**config.mk**
```make
export PLATFORM = sky130hd
export DESIGN_NAME = qibm_mul
export DESIGN_NICKNAME = d
export VERILOG_FILES = /design/src/hdl/qibm_pkg.sv /design/src/hdl/qibm_mul.sv
export SDC_FILE = /design/constraint.sdc
export NUM_CORES = 2
export LEC_CHECK = 0
export BUFFER_PORTS_ARGS = -buffer_cell sky130_fd_sc_hd__buf_2
export CORE_MARGIN = 2
export CORE_UTILIZATION = 50
export CTS_CLUSTER_DIAMETER = 200
export DETAILED_ROUTE_END_ITERATION = 10
export GPL_ROUTABILITY_DRIVEN = 0
export PLACE_DENSITY_LB_ADDON = 0.3
export SLEW_MARGIN = 40
export SYNTH_ARGS = -nofsm -noshare
export SYNTH_HDL_FRONTEND = slang
export SYNTH_SLANG_ARGS = --single-unit
```
**constraint.sdc**
```tcl
create_clock -name clk -period 8.17 [get_ports clk]
set_input_delay 0.817 -clock clk [delete_from_list [all_inputs] [get_ports clk]]
set_output_delay 0.817 -clock clk [all_outputs]
set_load 0.03 [all_outputs]
```
**src/hdl/qibm_pkg.sv**
```systemverilog
`default_nettype none
// ----------------------------------------------------------------------------
// qibm_pkg
// Shared widths, constants and register codes of the inverse bilinear mapper.
// ----------------------------------------------------------------------------
package qibm_pkg;

	localparam int COORD_WIDTH_DEF = 32;

	localparam int LOC_W     = 32;
	localparam int LOC_FRAC  = 28;
	localparam int ITER_W    = 7;
	localparam int TOL_W     = 29;
	localparam int COEF_BITS = 25;

	localparam int MUL_W = 36;
	localparam int DET_W = 64;
	localparam int NUM_W = 96;
	localparam int QUO_W = 34;

	localparam int CFG_IDX_W  = 2;
	localparam int CFG_DATA_W = TOL_W;

	localparam logic [CFG_IDX_W-1:0] CFG_TOLERANCE = 2'd0;
	localparam logic [CFG_IDX_W-1:0] CFG_MAX_ITER  = 2'd1;

	localparam logic [TOL_W-1:0]  TOL_RESET   = 29'd1;
	localparam logic [ITER_W-1:0] ITER_CAP    = 7'd100;
	localparam logic [ITER_W-1:0] MAXIT_RESET = 7'd100;

	localparam logic signed [LOC_W-1:0] LOC_ONE  = 32'sh1000_0000;
	localparam logic signed [LOC_W-1:0] LOC_MONE = -32'sh1000_0000;

endpackage : qibm_pkg
`default_nettype wire

```
**src/hdl/qibm_mul.sv**
```systemverilog
`default_nettype none
// ----------------------------------------------------------------------------
// qibm_mul
// Shared signed multiplier with registered product.
// ----------------------------------------------------------------------------
module qibm_mul (
	input  wire logic                                  clk,
	input  wire logic signed [qibm_pkg::MUL_W-1:0]     a,
	input  wire logic signed [qibm_pkg::MUL_W-1:0]     b,
	output logic signed [2*qibm_pkg::MUL_W-1:0]        p_q
);

	always_ff @(posedge clk) begin
		p_q <= a * b;
	end

endmodule : qibm_mul
`default_nettype wire

```
==> flow_summary.ini <==
[floorplanning]
dieArea_um2 = 97300
die_y_um = 312
core_area_um2 = 93600
pin_count = 145
row_count = 112
initial_core_util_pct = 50.7
die_x_um = 312

[logic_synthesis]
synth_area_leader_cell = fa_1
synth_area_leaders = fa_1, inv_1, and2_1
syn-num-nets = 6775
yosys-top-cells-count = fa_1, inv_1, nand2_1
netlist-cell-type-count = 65
synth_top_cell_area_share_pct = 58.2
ys_ff_latch = 72
yosysWarnings = 0
async_flop_share_pct = 0
synth.most_common_cell = fa_1
synthFlopType = dfxtp_1
syn-instance-count = 5104
synth_edf_count = 0
synth_seq_area_share_pct = 3.04
syn_area_per_cell_um2 = 9.29
syn_area_um2 = 47400

[sta]
final-setup-viol-count = 0
tns_ps = 0
fin_crit_sh_pct = 98.2
hold_violations = 0
fin_crit_ps = 8030
clock.fmax_mhz = 125
worstMarginPinSlew_ps = 599
max-slew-margin-rel_pct = 60.1
slew_violations = 0

[cts]
clk_pin_slew_ps = 70
cts-root-buf = clkbuf_16
cts_buffers = 9
clock-sinks = 72
cts_tree = yes
cts_max_level = 3
cts_max_path_buffers = 2

[drt]
final_antenna_net_count = 0
first_pass_iters = 7
routed_wirelength_um = 132000
drc = 0
vias = 34533
viasPerCell = 5.15
drt_iter0_markers = 2285
wire_per_inst_um = 19.6

[cells_and_area]
largest_reg_flops = 72
reg.largest.list = p_q x72
final_layout_size_suffix_gt1_share_pct = 12.9
final_nets = 7115
fillCellCount = 8187
top_register = p_q
post-route-util_pct = 57.1
syn_to_final_growth_pct = 12.8

[worst_setup_path]
arrival_ps = 8350
crit_type = in2reg
endpoint_kind = flip-flop
critPathMaxFanout = 13
worst_path_max_delay_cell = fa_1
worst-path-buf-inv = 10
path_delay_family = adder cells
crit_top_cell = fa_1
worstPathRequired_ps = 8500
startpoint_type = primary input
slowest_delay_ps = 570

[hold_path]
worstHoldPathCells = 3
holdCritStartpoint = b[0]
hold_path_class = in2reg
hold_end = p_q[0]

[global_route]
grt_pass1_vias = 38001
grt_antenna_before_repair = 3
grt_overflow_total = 0
grt_pass1_wl_um = 215000
grt_start_max_net_pins = 30
grt.total_usage_pct = 28.5

[placement]
io_buffers = 144
dp_hpwl_um = 118000

[status]
run_status = complete, no violations

[flow_run]
cap_violations = 0
[area by class of cell]
cell class                 instances  area, um^2  share of cell area, %
multi-input combinational       3395       40200                   75.1
inverter                        1344        5040                   9.43
timing repair buffer             622        4950                   9.25
tap                             1254        1570                   2.93
sequential                        72        1440                   2.69
clock buffer                       9         225                  0.421
clock inverter                     7        95.1                  0.178
antenna                            2        5.00                0.00936
[cell families (layout without fill, tap and decap cells)]
family / count (synthesis) / after routing / synth area share (%)
multiplexers: 2 / 2 / 0.0448
adder cells (fa/ha/maj): 1598 / 1598 / 64.0
flip-flops: 72 / 72 / 3.04
AO/OA/AOI/OAI: 228 / 228 / 3.09
AND/OR/NAND/NOR: 1487 / 1487 / 15.4
XOR/XNOR: 80 / 80 / 1.48
other: 0 / 2 / 0
buffers and inverters: 1637 / 1982 / 13.0
[per-stage QoR]
step                      hold slack (ps)  std cells  instance area [um^2]  setup WS, ps
after CTS                             970       6690                 52800          16.5
after global placement               1250       6674                 52500          -958
after detailed placement             1250       6674                 52500          -725
final                                 997       6705                 53500           145
after floorplan                      1140       5104                 47400          57.4
after global routing                 1000       6704                 53500         -34.1
[layout by cell type (no fill, tap or decap), drive strengths merged, types with 7 or more instances in the layout]
cell type	instances
xnor2	52
fa	1379
nor2	43
nand2	760
a21o	37
and3	7
nand2b	12
o21ai	46
inv	1345
and2	559
nand3	19
nor2b	36
clkbuf	33
dfxtp	72
a21oi	70
o21a	7
o21bai	10
nand4	20
buf	598
a211oi	8
nor3	11
xor2	28
ha	219
a31oi	9
[worst max path at each step]
stage          startpoint  endpoint  slack, ps  depth (start not counted)
6_report            b[18]   p_q[70]        140                         29
5_1_grt              b[3]   p_q[70]        -30                         29
4_1_cts              b[3]   p_q[70]         20                         29
3_5_place_dp        a[28]   p_q[69]       -720                         25
3_3_place_gp         b[3]   p_q[70]       -960                         31
2_1_floorplan       a[35]   p_q[69]         60                         25
[metal layers]
| metal | up-vias | global-route usage, % | part of all wire [%] |
|---|---|---|---|
| li1 | 15035 | - | - |
| met1 | 18065 | 37.4 | 40 |
| met2 | 1147 | 47.5 | 49 |
| met3 | 284 | 4.69 | 6.3 |
| met4 | 2 | 11.6 | 4.8 |
| met5 | - | 0 | 0.011 |
[timing repair]
| item | CTS | global route |
|---|---|---|
| pin swaps | 1 | 39 |
| buffers inserted | 0 | 12 |
| hold buffers | 0 | 0 |
| resized for setup | 8 | 148 |
| gates cloned | 0 | 2 |
| endpoints found under the setup margin | 12 | 25 |
Power is not shown: default switching activity piles up to over one toggle a cycle in this logic, so the estimate is an artifact.
