**src/hdl/qibm_pkg.sv**
```systemverilog
`default_nettype none
// ----------------------------------------------------------------------------
// qibm_pkg
// Shared widths, constants and register codes of the inverse bilinear mapper.
// ----------------------------------------------------------------------------
package qibm_pkg;

	localparam int COORD_WIDTH_DEF = 32;

	localparam int LOC_W     = 32;
	localparam int LOC_FRAC  = 28;
	localparam int ITER_W    = 7;
	localparam int TOL_W     = 29;
	localparam int COEF_BITS = 25;

	localparam int MUL_W = 36;
	localparam int DET_W = 64;
	localparam int NUM_W = 96;
	localparam int QUO_W = 34;

	localparam int CFG_IDX_W  = 2;
	localparam int CFG_DATA_W = TOL_W;

	localparam logic [CFG_IDX_W-1:0] CFG_TOLERANCE = 2'd0;
	localparam logic [CFG_IDX_W-1:0] CFG_MAX_ITER  = 2'd1;

	localparam logic [TOL_W-1:0]  TOL_RESET   = 29'd1;
	localparam logic [ITER_W-1:0] ITER_CAP    = 7'd100;
	localparam logic [ITER_W-1:0] MAXIT_RESET = 7'd100;

	localparam logic signed [LOC_W-1:0] LOC_ONE  = 32'sh1000_0000;
	localparam logic signed [LOC_W-1:0] LOC_MONE = -32'sh1000_0000;

endpackage : qibm_pkg
`default_nettype wire

```
**src/hdl/qibm_div.sv**
```systemverilog
`default_nettype none
// ----------------------------------------------------------------------------
// qibm_div
// Bit-serial signed divider, truncating, quotient magnitude capped at 2^32.
// ----------------------------------------------------------------------------
module qibm_div (
	input  wire logic                                  clk,
	input  wire logic                                  arst_n,
	input  wire logic                                  start,
	input  wire logic signed [qibm_pkg::NUM_W-1:0]     num,
	input  wire logic signed [qibm_pkg::DET_W-1:0]     den,
	output logic                                       done_q,
	output logic signed [qibm_pkg::QUO_W-1:0]          quo
);

	localparam int NW  = qibm_pkg::NUM_W;
	localparam int DW  = qibm_pkg::DET_W;
	localparam int QW  = qibm_pkg::QUO_W;
	localparam int CNT_W = $clog2(NW + 1);
	localparam logic [QW-1:0] CAP = QW'(1) << (QW - 2);

	logic [NW-1:0]    n_q;
	logic [DW-1:0]    d_q;
	logic [DW-1:0]    rem_q;
	logic [QW-2:0]    q_q;
	logic             neg_q;
	logic             run_q;
	logic [CNT_W-1:0] cnt_q;

	logic [DW:0]      rem_sh;
	logic             ge;
	logic [DW:0]      rem_n;
	logic [QW-1:0]    q_sh;
	logic [QW-1:0]    q_n;

	always_comb begin
		rem_sh = {rem_q, n_q[NW-1]};
		ge     = rem_sh >= {1'b0, d_q};
		rem_n  = ge ? rem_sh - {1'b0, d_q} : rem_sh;
		q_sh   = {q_q, ge};
		q_n    = (q_sh > CAP) ? CAP : q_sh;
		quo    = neg_q ? -$signed({1'b0, q_q}) : $signed({1'b0, q_q});
	end

	always_ff @(posedge clk or negedge arst_n) begin
		if (!arst_n) begin
			run_q  <= 1'b0;
			done_q <= 1'b0;
			cnt_q  <= '0;
		end else begin
			done_q <= 1'b0;
			if (start) begin
				n_q   <= num[NW-1] ? NW'(-num) : NW'(num);
				d_q   <= den[DW-1] ? DW'(-den) : DW'(den);
				neg_q <= num[NW-1] != den[DW-1];
				rem_q <= '0;
				q_q   <= '0;
				cnt_q <= CNT_W'(NW);
				run_q <= 1'b1;
			end else if (run_q) begin
				rem_q <= rem_n[DW-1:0];
				q_q   <= q_n[QW-2:0];
				n_q   <= n_q << 1;
				cnt_q <= cnt_q - 1'b1;
				if (cnt_q == CNT_W'(1)) begin
					run_q  <= 1'b0;
					done_q <= 1'b1;
				end
			end
		end
	end

endmodule : qibm_div
`default_nettype wire

```
**config.mk**
```make
export PLATFORM = sky130hd
export DESIGN_NAME = qibm_div
export DESIGN_NICKNAME = d
export VERILOG_FILES = /design/src/hdl/qibm_pkg.sv /design/src/hdl/qibm_div.sv
export SDC_FILE = /design/constraint.sdc
export NUM_CORES = 1
export LEC_CHECK = 0
export BUFFER_PORTS_ARGS = -buffer_cell sky130_fd_sc_hd__buf_2
export CORE_MARGIN = 5
export CORE_UTILIZATION = 30
export DETAILED_ROUTE_END_ITERATION = 7
export GPL_TIMING_DRIVEN = 0
export SLEW_MARGIN = 20
export SYNTH_ARGS = -nofsm -noshare
export SYNTH_HDL_FRONTEND = slang
export SYNTH_SLANG_ARGS = --single-unit
export TNS_END_PERCENT = 50
```
**constraint.sdc**
```tcl
create_clock -name clk -period 5.6 [get_ports clk]
set_input_delay 0.56 -clock clk [delete_from_list [all_inputs] [get_ports clk]]
set_output_delay 0.56 -clock clk [all_outputs]
set_load 0.05 [all_outputs]
```
==> out/metrics.csv, run 1 <==
metric;value;unit
routed vias/inst;5.35;
min cycle time layout;5.26;ns
DR iter-0 viols;1353;
DRC Markers;0;
FMAX;190;MHz
syn nets;2276;
TritonCTS Buffers;37;
fin. max-slew vios;0;
Crit path largest cell delay;0.73;ns
Worst Setup EP;q_q[26];
Longest Clk Path Bufs;3;
CP Max Fanout;10;
start point of the critical path;d_q[4];
Row Count;92;
syn avg cell area;9.35;um^2
Vias;16891;
dpl hpwl;45300;um
I/O Pins;198;
# H-tree levels;2;
grt met2 use;27.5;%
area of the die;0.0688;mm^2
flop-to-flop setup slack;0.34;ns
Die W;262;um
largest net degree at the start of global routing;67;
Port Buf Inserts;195;
Pwr per Cell Area;317;mW/mm^2
Max VDD drop;0.000183;V
Syn. warnings;0;
main flop type after synthesis;edfxtp_1;
max_cap viols;0;
core area;0.0631;mm^2
Hold/Removal Path Class;in2reg;
CP required;6.02;ns
CP endpoint kind;register;
crit start category;register;
Util after Layout;35.8;%
met1 GRT Util;21.1;%
final setup violation count;0;
CTS tree;built;
drt total wl;59200;um
register area share after synthesis;41.7;%
Final Hold Fails;0;
global-route wire length before repair;92300;um
starting density of the core;30.3;%
share of cells above drive strength 1;13.9;%
Critical Path, Cell by Cell;inv_1 > ha_1 > a21o_1 > a31o_2 > o21ai_0 > o211ai_1 > o31ai_1 > o31ai_2 > a41oi_1 > o311ai_0 > a211oi_1 > clkbuf_1 > buf_2 > a22o_1;
worst-margin pin slew;1.09;ns
CP Class;reg2reg;
fillers;6535;
Cell Area, Synth;0.0191;mm^2
R2R Path End;q_q[26];
Antenna Nets Post-Route;0;
R2R cell count;14;
Clock Skew;0.0223;ns
RSZ-0062 raised after global routing;no;
die span in y;262;um
Critical-path top delay cell;o31ai_1;
GPL Wtd Cong;0.930;
initial antenna violation count;7;
leakage power;8.51;nW
max_slew headroom;27.5;%
FFs w/ async S/R, synth;3.37;%
worst endpoint data arrival time;5.68;ns
vias in the first global route;16775;
Avg WL per Cell;18.8;um
# clock sinks;267;
Most Used Layer, Global Route;met2;
worst-skew pair later-pin latency;0.56;ns
status;finished, final reports clean;
drt first pass iters;6;
Crit path depth;14;
synth-to-layout area growth;18.2;%
Hold WS;0.216;ns
final worst-path cycle share;94.0;%
gr usage total;16.3;%
cell family with most CP delay;compound AO/OA/AOI/OAI gates;
Clock transition at path regs;0.06;ns
crit path buf inv count;3;
Syn Inst Count;2043;
Synth Register Bits;267;
clk root buf;clkbuf_16;
Post-synth EDFFs;258;
met3 usage;3.23;%
post-synth cell types;69;
Nets;2516;
total grt overflow;0;
worst flop-to-flop path startpoint;d_q[4];
[flip-flops by register name (all words and copies together), names as in the netlist]
| name | flops |
|---|---|
| cnt_q | 7 |
| d_q | 64 |
| done_q | 1 |
| n_q | 96 |
| neg_q | 1 |
| q_q | 33 |
| rem_q | 64 |
| run_q | 1 |
[logic make-up after synthesis]
kind of cell / after synthesis / synth area share (%)
xor+xnor: 248 / 11.4
flops: 267 / 41.7
buf+inv: 205 / 4.09
fa+ha+maj: 70 / 4.62
compound gates: 589 / 19.7
simple gates: 614 / 15.7
mux: 50 / 2.74
[where the power goes]
group | internal (mW) | switching [mW] | total [mW]
combinational | 0.797 | 1.31 | 2.10
sequential | 2.46 | 0.122 | 2.58
clock | 1.51 | 0.959 | 2.47
total | 4.76 | 2.39 | 7.15
[through the flow]
stage | std cells | setup WS, ns | area (um^2) | TNS, ns | total power, mW
floorplan | 2043 | 0.0158 | 19100 | 0 | 4.08
global placement | 3084 | -3.51 | 21100 | -336.21 | 4.66
detailed placement | 3090 | 0.193 | 21300 | 0 | 4.69
CTS | 3156 | 0.186 | 22600 | 0 | 7.20
global route | 3157 | 0.0769 | 22600 | 0 | 7.54
finish | 3157 | 0.337 | 22600 | 0 | 7.15
[metal layers]
metal | up-vias | wire length (um)
met4 | 10 | 1750
met1 | 8103 | 25300
met5 | - | 63
met2 | 607 | 28100
li1 | 8041 | -
met3 | 130 | 3920
[Yosys cell counts (all sizes together), types with 3 or more instances]
library cell | instances | area, um^2
a21o | 34 | 255
and2 | 13 | 81.3
nor3 | 21 | 105
or4 | 39 | 300
nor2b | 11 | 68.8
nand3 | 24 | 120
or2 | 19 | 119
a22oi | 7 | 52.6
a31oi | 7 | 43.8
o211ai | 6 | 45.0
nor2 | 207 | 777
and3 | 7 | 43.8
nand4 | 26 | 163
nor4 | 19 | 134
a211oi | 55 | 413
dfrtp | 9 | 225
o31ai | 56 | 420
o21bai | 18 | 135
mux2i | 31 | 310
a22o | 29 | 254
ha | 69 | 863
o41ai | 31 | 279
xnor2 | 134 | 1170
nand2 | 154 | 578
xor2 | 114 | 998
or3 | 32 | 205
mux2 | 19 | 214
o21ai | 132 | 661
o221a | 3 | 33.8
nor4b | 4 | 35.0
o21a | 6 | 45.0
buf | 12 | 57.6
inv | 103 | 387
a21oi | 177 | 886
edfxtp | 258 | 7750
a21boi | 4 | 30.0
nand3b | 7 | 52.6
clkbuf | 90 | 338
nand2b | 24 | 150
[how the worst min path moves through the flow]
| stage | start | to | slack [ns] | cells past startpoint |
|---|---|---|---|---|
| after floorplan | arst_n | cnt_q[0] | 0.26 | 0 |
| after global placement | cnt_q[6] | run_q | 0.52 | 2 |
| after detailed placement | cnt_q[6] | run_q | 0.52 | 2 |
| after CTS | den[0] | d_q[0] | 0.18 | 1 |
| after global routing | den[0] | d_q[0] | 0.19 | 1 |
| final | den[0] | d_q[0] | 0.22 | 1 |
[worst reg2reg max path: stages, from the launching register on]
cell and delay (ns):
edfxtp_1 0.38, inv_1 0.06, ha_1 0.37, a21o_1 0.21
a31o_2 0.23, o21ai_0 0.30, o211ai_1 0.26, o31ai_1 0.73
o31ai_2 0.22, a41oi_1 0.63, o311ai_0 0.41, a211oi_1 0.51
clkbuf_1 0.37, buf_2 0.29, a22o_1 0.16
[layout by cell type, fill, tap and decap left out, types with 9 or more instances in the layout]
master	n
edfxtp_1	258
nor2_1	207
buf_2	201
a21oi_1	177
nand2_1	154
xnor2_1	134
o21ai_0	131
xor2_1	114
inv_1	103
clkbuf_1	94
ha_1	69
o31ai_1	55
a211oi_1	55
or4_1	37
clkbuf_16	37
a21o_1	34
or3_1	31
mux2i_1	31
o41ai_1	30
a22o_1	29
nand4_1	26
nand2b_1	24
nand3_1	24
nor3_1	21
or2_2	19
mux2_2	19
nor4_1	18
o21bai_1	18
and2_1	12
nor2b_1	10
dfrtp_1	9
[timing repair]
item                                    4_1_cts  5_1_grt
hold buffers                                  0        0
endpoints found under the hold margin         0        0
endpoints found under the setup margin        0       29
resized for setup                             0        1
setup buffers                                 0        0
[layout make-up]
class / instances / area [um^2] / share of cell area (%)
clock inverters: 25 / 323 / 1.43
well taps: 846 / 1060 / 4.69
clock buffers: 41 / 941 / 4.17
inverters: 103 / 387 / 1.71
diodes: 1 / 2.50 / 0.0111
multi-input cells: 1571 / 10400 / 45.9
flip-flops and latches: 267 / 7970 / 35.3
repair buffers: 201 / 1130 / 5.02
plain buffers: 102 / 395 / 1.75
Power figures use the tool's default switching activity.
==> inputs of run 2 (changes only) <==
CORE_MARGIN = default   (was 5)
REMOVE_ABC_BUFFERS = 1   (was default)
==> out/metrics.csv, run 2 (synthesized netlist as in run 1, its figures left out) <==
metric;value;unit;change
vias in the first global route;15428;;was 16.8k
drt first pass iters;5;;was 6
register area;0.00798;mm^2;was 0.00797 mm^2
post-place setup slack;0.374;ns;was 0.193 ns
CP required;5.89;ns;was 6.02 ns
Int Power;4.77;mW;was 4.76 mW
Antenna Nets Post-Route;0;;unchanged
DR iter-0 viols;882;;was 1353
Die W;254;um;was 262 um
largest net degree at the start of global routing;136;;was 67
Post-CTS Setup Inserts;0;;unchanged
Max VDD drop;0.000201;V;was 0.000183 V
dpl hpwl;37700;um;was 45300 um
Port Buf Inserts;197;;was 195
largest registers;n_q (96), d_q (64), rem_q (64);;unchanged
part of the power in registers;36.7;%;was 36.1%
TritonCTS Buffers;35;;was 37
Hold WS;0.240;ns;was 0.216 ns
fin. max-slew vios;0;;unchanged
FMAX;193;MHz;was 190 MHz
Vias;15873;;was 16.9k
Avg WL per Cell;16.8;um;was 18.8 um
R2R Path End;q_q[5];;was q_q[26]
# H-tree levels;2;;unchanged
Most common cell on crit path;o31ai_1;;
final worst-path cycle share;92.6;%;was 94.0%
Final Hold Fails;0;;unchanged
die span in y;254;um;was 262 um
Nets;2425;;was 2516
cts hold-fix bufs;0;;unchanged
PnR Total Power;7.03;mW;was 7.15 mW
fillers;6374;;was 6535
core area;0.0630;mm^2;was 0.0631 mm^2
Pwr per Cell Area;314;mW/mm^2;was 317 mW/mm^2
most frequent cells in the layout;edfxtp_1 (258), nor2_1 (206), buf_2 (193);;was edfxtp_1 (258), nor2_1 (207), buf_2 (201)
CP endpoint kind;register;;unchanged
GPL Wtd Cong;0.913;;was 0.930
Psw;2.26;mW;was 2.39 mW
multi-input logic area;0.0104;mm^2;about the same
R2R cell count;12;;was 14
# clock sinks;267;;unchanged
max_slew headroom;31.7;%;was 27.5%
Critical Path, Cell by Cell;ha_1 > nand3_1 > a21oi_1 > o21ai_0 > o211ai_1 > o31ai_1 > o31ai_1 > a41oi_1 > o311ai_0 > a211oi_4 > buf_8 > a22o_1;;was inv_1 > ha_1 > a21o_1 > a31o_2 > o21ai_0 > o211ai_1 > o31ai_1 > o31ai_2 > a41oi_1 > o311ai_0 > a211oi_1 > clkbuf_1 > buf_2 > a22o_1
worst flop-to-flop path startpoint;rem_q[2];;was d_q[4]
share of cells above drive strength 1;14.6;%;was 13.9%
final setup violation count;0;;unchanged
Util after Layout;35.6;%;was 35.8%
total grt overflow;0;;unchanged
worst endpoint data arrival time;5.47;ns;was 5.68 ns
most common cell after layout, fill and taps aside;edfxtp_1;;unchanged
Row Count;92;;unchanged
combinational power share;29.0;%;was 29.4%
crit start category;register;;unchanged
Biggest register;n_q;;unchanged
max FFs per register;96;;unchanged
starting density of the core;30.3;%;about the same
Final Worst Setup Slack;0.415;ns;was 0.337 ns
final setup TNS;0;ns;unchanged
worst-skew pair later-pin latency;0.55;ns;was 0.56 ns
Hold/Removal Path Class;in2reg;;unchanged
routed vias/inst;5.18;;was 5.35
Longest Clk Path Bufs;3;;unchanged
Clock transition at path regs;0.06;ns;about the same
CP Max Fanout;15;;was 10
synth-to-layout area growth;17.2;%;was 18.2%
CP Class;reg2reg;;unchanged
Crit path largest cell delay;0.96;ns;was 0.73 ns
Clk pwr share;34.3;%;was 34.5%
max_cap viols;0;;unchanged
hold_sp;den[0];;unchanged
gr usage total;15.6;%;was 16.3%
flop-to-flop setup slack;0.42;ns;was 0.34 ns
RSZ-0062 raised after global routing;no;;unchanged
hold path endpoint;d_q[0];;unchanged
status;finished, final reports clean;;unchanged
cts repair resizes;0;;unchanged
clk root buf;clkbuf_16;;unchanged
Clock Skew;0.0245;ns;was 0.0223 ns
drt total wl;51500;um;was 59200 um
Hold Path Depth;1;;unchanged
worst-margin pin slew;0.998;ns;was 1.09 ns
sw frac;32.1;%;was 33.4%
area of the die;0.0647;mm^2;was 0.0688 mm^2
Critical-path top delay cell;o311ai_0;;was o31ai_1
DRC Markers;0;;unchanged
I/O Pins;198;;unchanged
min cycle time layout;5.18;ns;was 5.26 ns
CTS tree;built;;unchanged
initial antenna violation count;11;;was 7
leakage power;8.47;nW;was 8.51 nW
global-route wire length before repair;81600;um;was 92300 um
[run 2: cell count changes in the layout (fill, tap and decap cells not counted), sizes merged]
cell,change
diode,+1
inv,-6
buf,+1
clkinvlp,-3
clkinv,+1
clkbuf,-85
[run 2: worst max path at each step]
stage               slack (ns)  cells after the start       from   endpoint
floorplan                -4.55                     12   rem_q[5]  rem_q[56]
global placement         -10.0                     12   rem_q[2]  rem_q[56]
detailed placement        0.37                     12  rem_q[13]    q_q[14]
CTS                       0.37                     12   rem_q[2]     q_q[5]
global route              0.03                     12   rem_q[2]     q_q[5]
finish                    0.42                     12   rem_q[2]     q_q[5]
[run 2: final cells by class]
class	count	share of cell area, %
diodes	2	0.0224
well taps	846	4.73
repair buffers	214	6.12
inverters	103	1.73
multi-input cells	1571	46.4
clock inverters	17	1.03
clock buffers	46	4.33
flip-flops and latches	267	35.6
[run 2: power by group through the flow]
stage	sequential (mW)	combinational, mW	clock, mW
floorplan	2.59	1.49	0
global placement	2.62	2.01	0
detailed placement	2.61	2.02	0
global route	2.60	2.27	2.54
CTS	2.58	2.04	2.48
finish	2.58	2.04	2.41
[run 2: worst max-delay path: cells and delay by family (launching register included)]
kind	cells	cell delay (ns)
buffers and inverters	1	0.24
AO/OA/AOI/OAI	9	3.71
AND/OR/NAND/NOR	1	0.15
flip-flops	1	0.42
adder cells (fa/ha/maj)	1	0.39
[run 2: metal layers]
| layer | up-vias | routed length [um] | global-route usage, % |
|---|---|---|---|
| met1 | 7572 | 22800 | 19.7 |
| li1 | 7846 | - | - |
| met2 | 341 | 24800 | 26.9 |
| met4 | 20 | 1120 | 4.25 |
| met5 | - | 123 | 0 |
| met3 | 94 | 2690 | 3.28 |
[run 2: stage by stage]
step                      instances  instance area, um^2
after floorplan                1941                18700
after global placement         2984                20700
after detailed placement       3001                21200
after CTS                      3064                22400
after global routing           3064                22400
final                          3066                22400
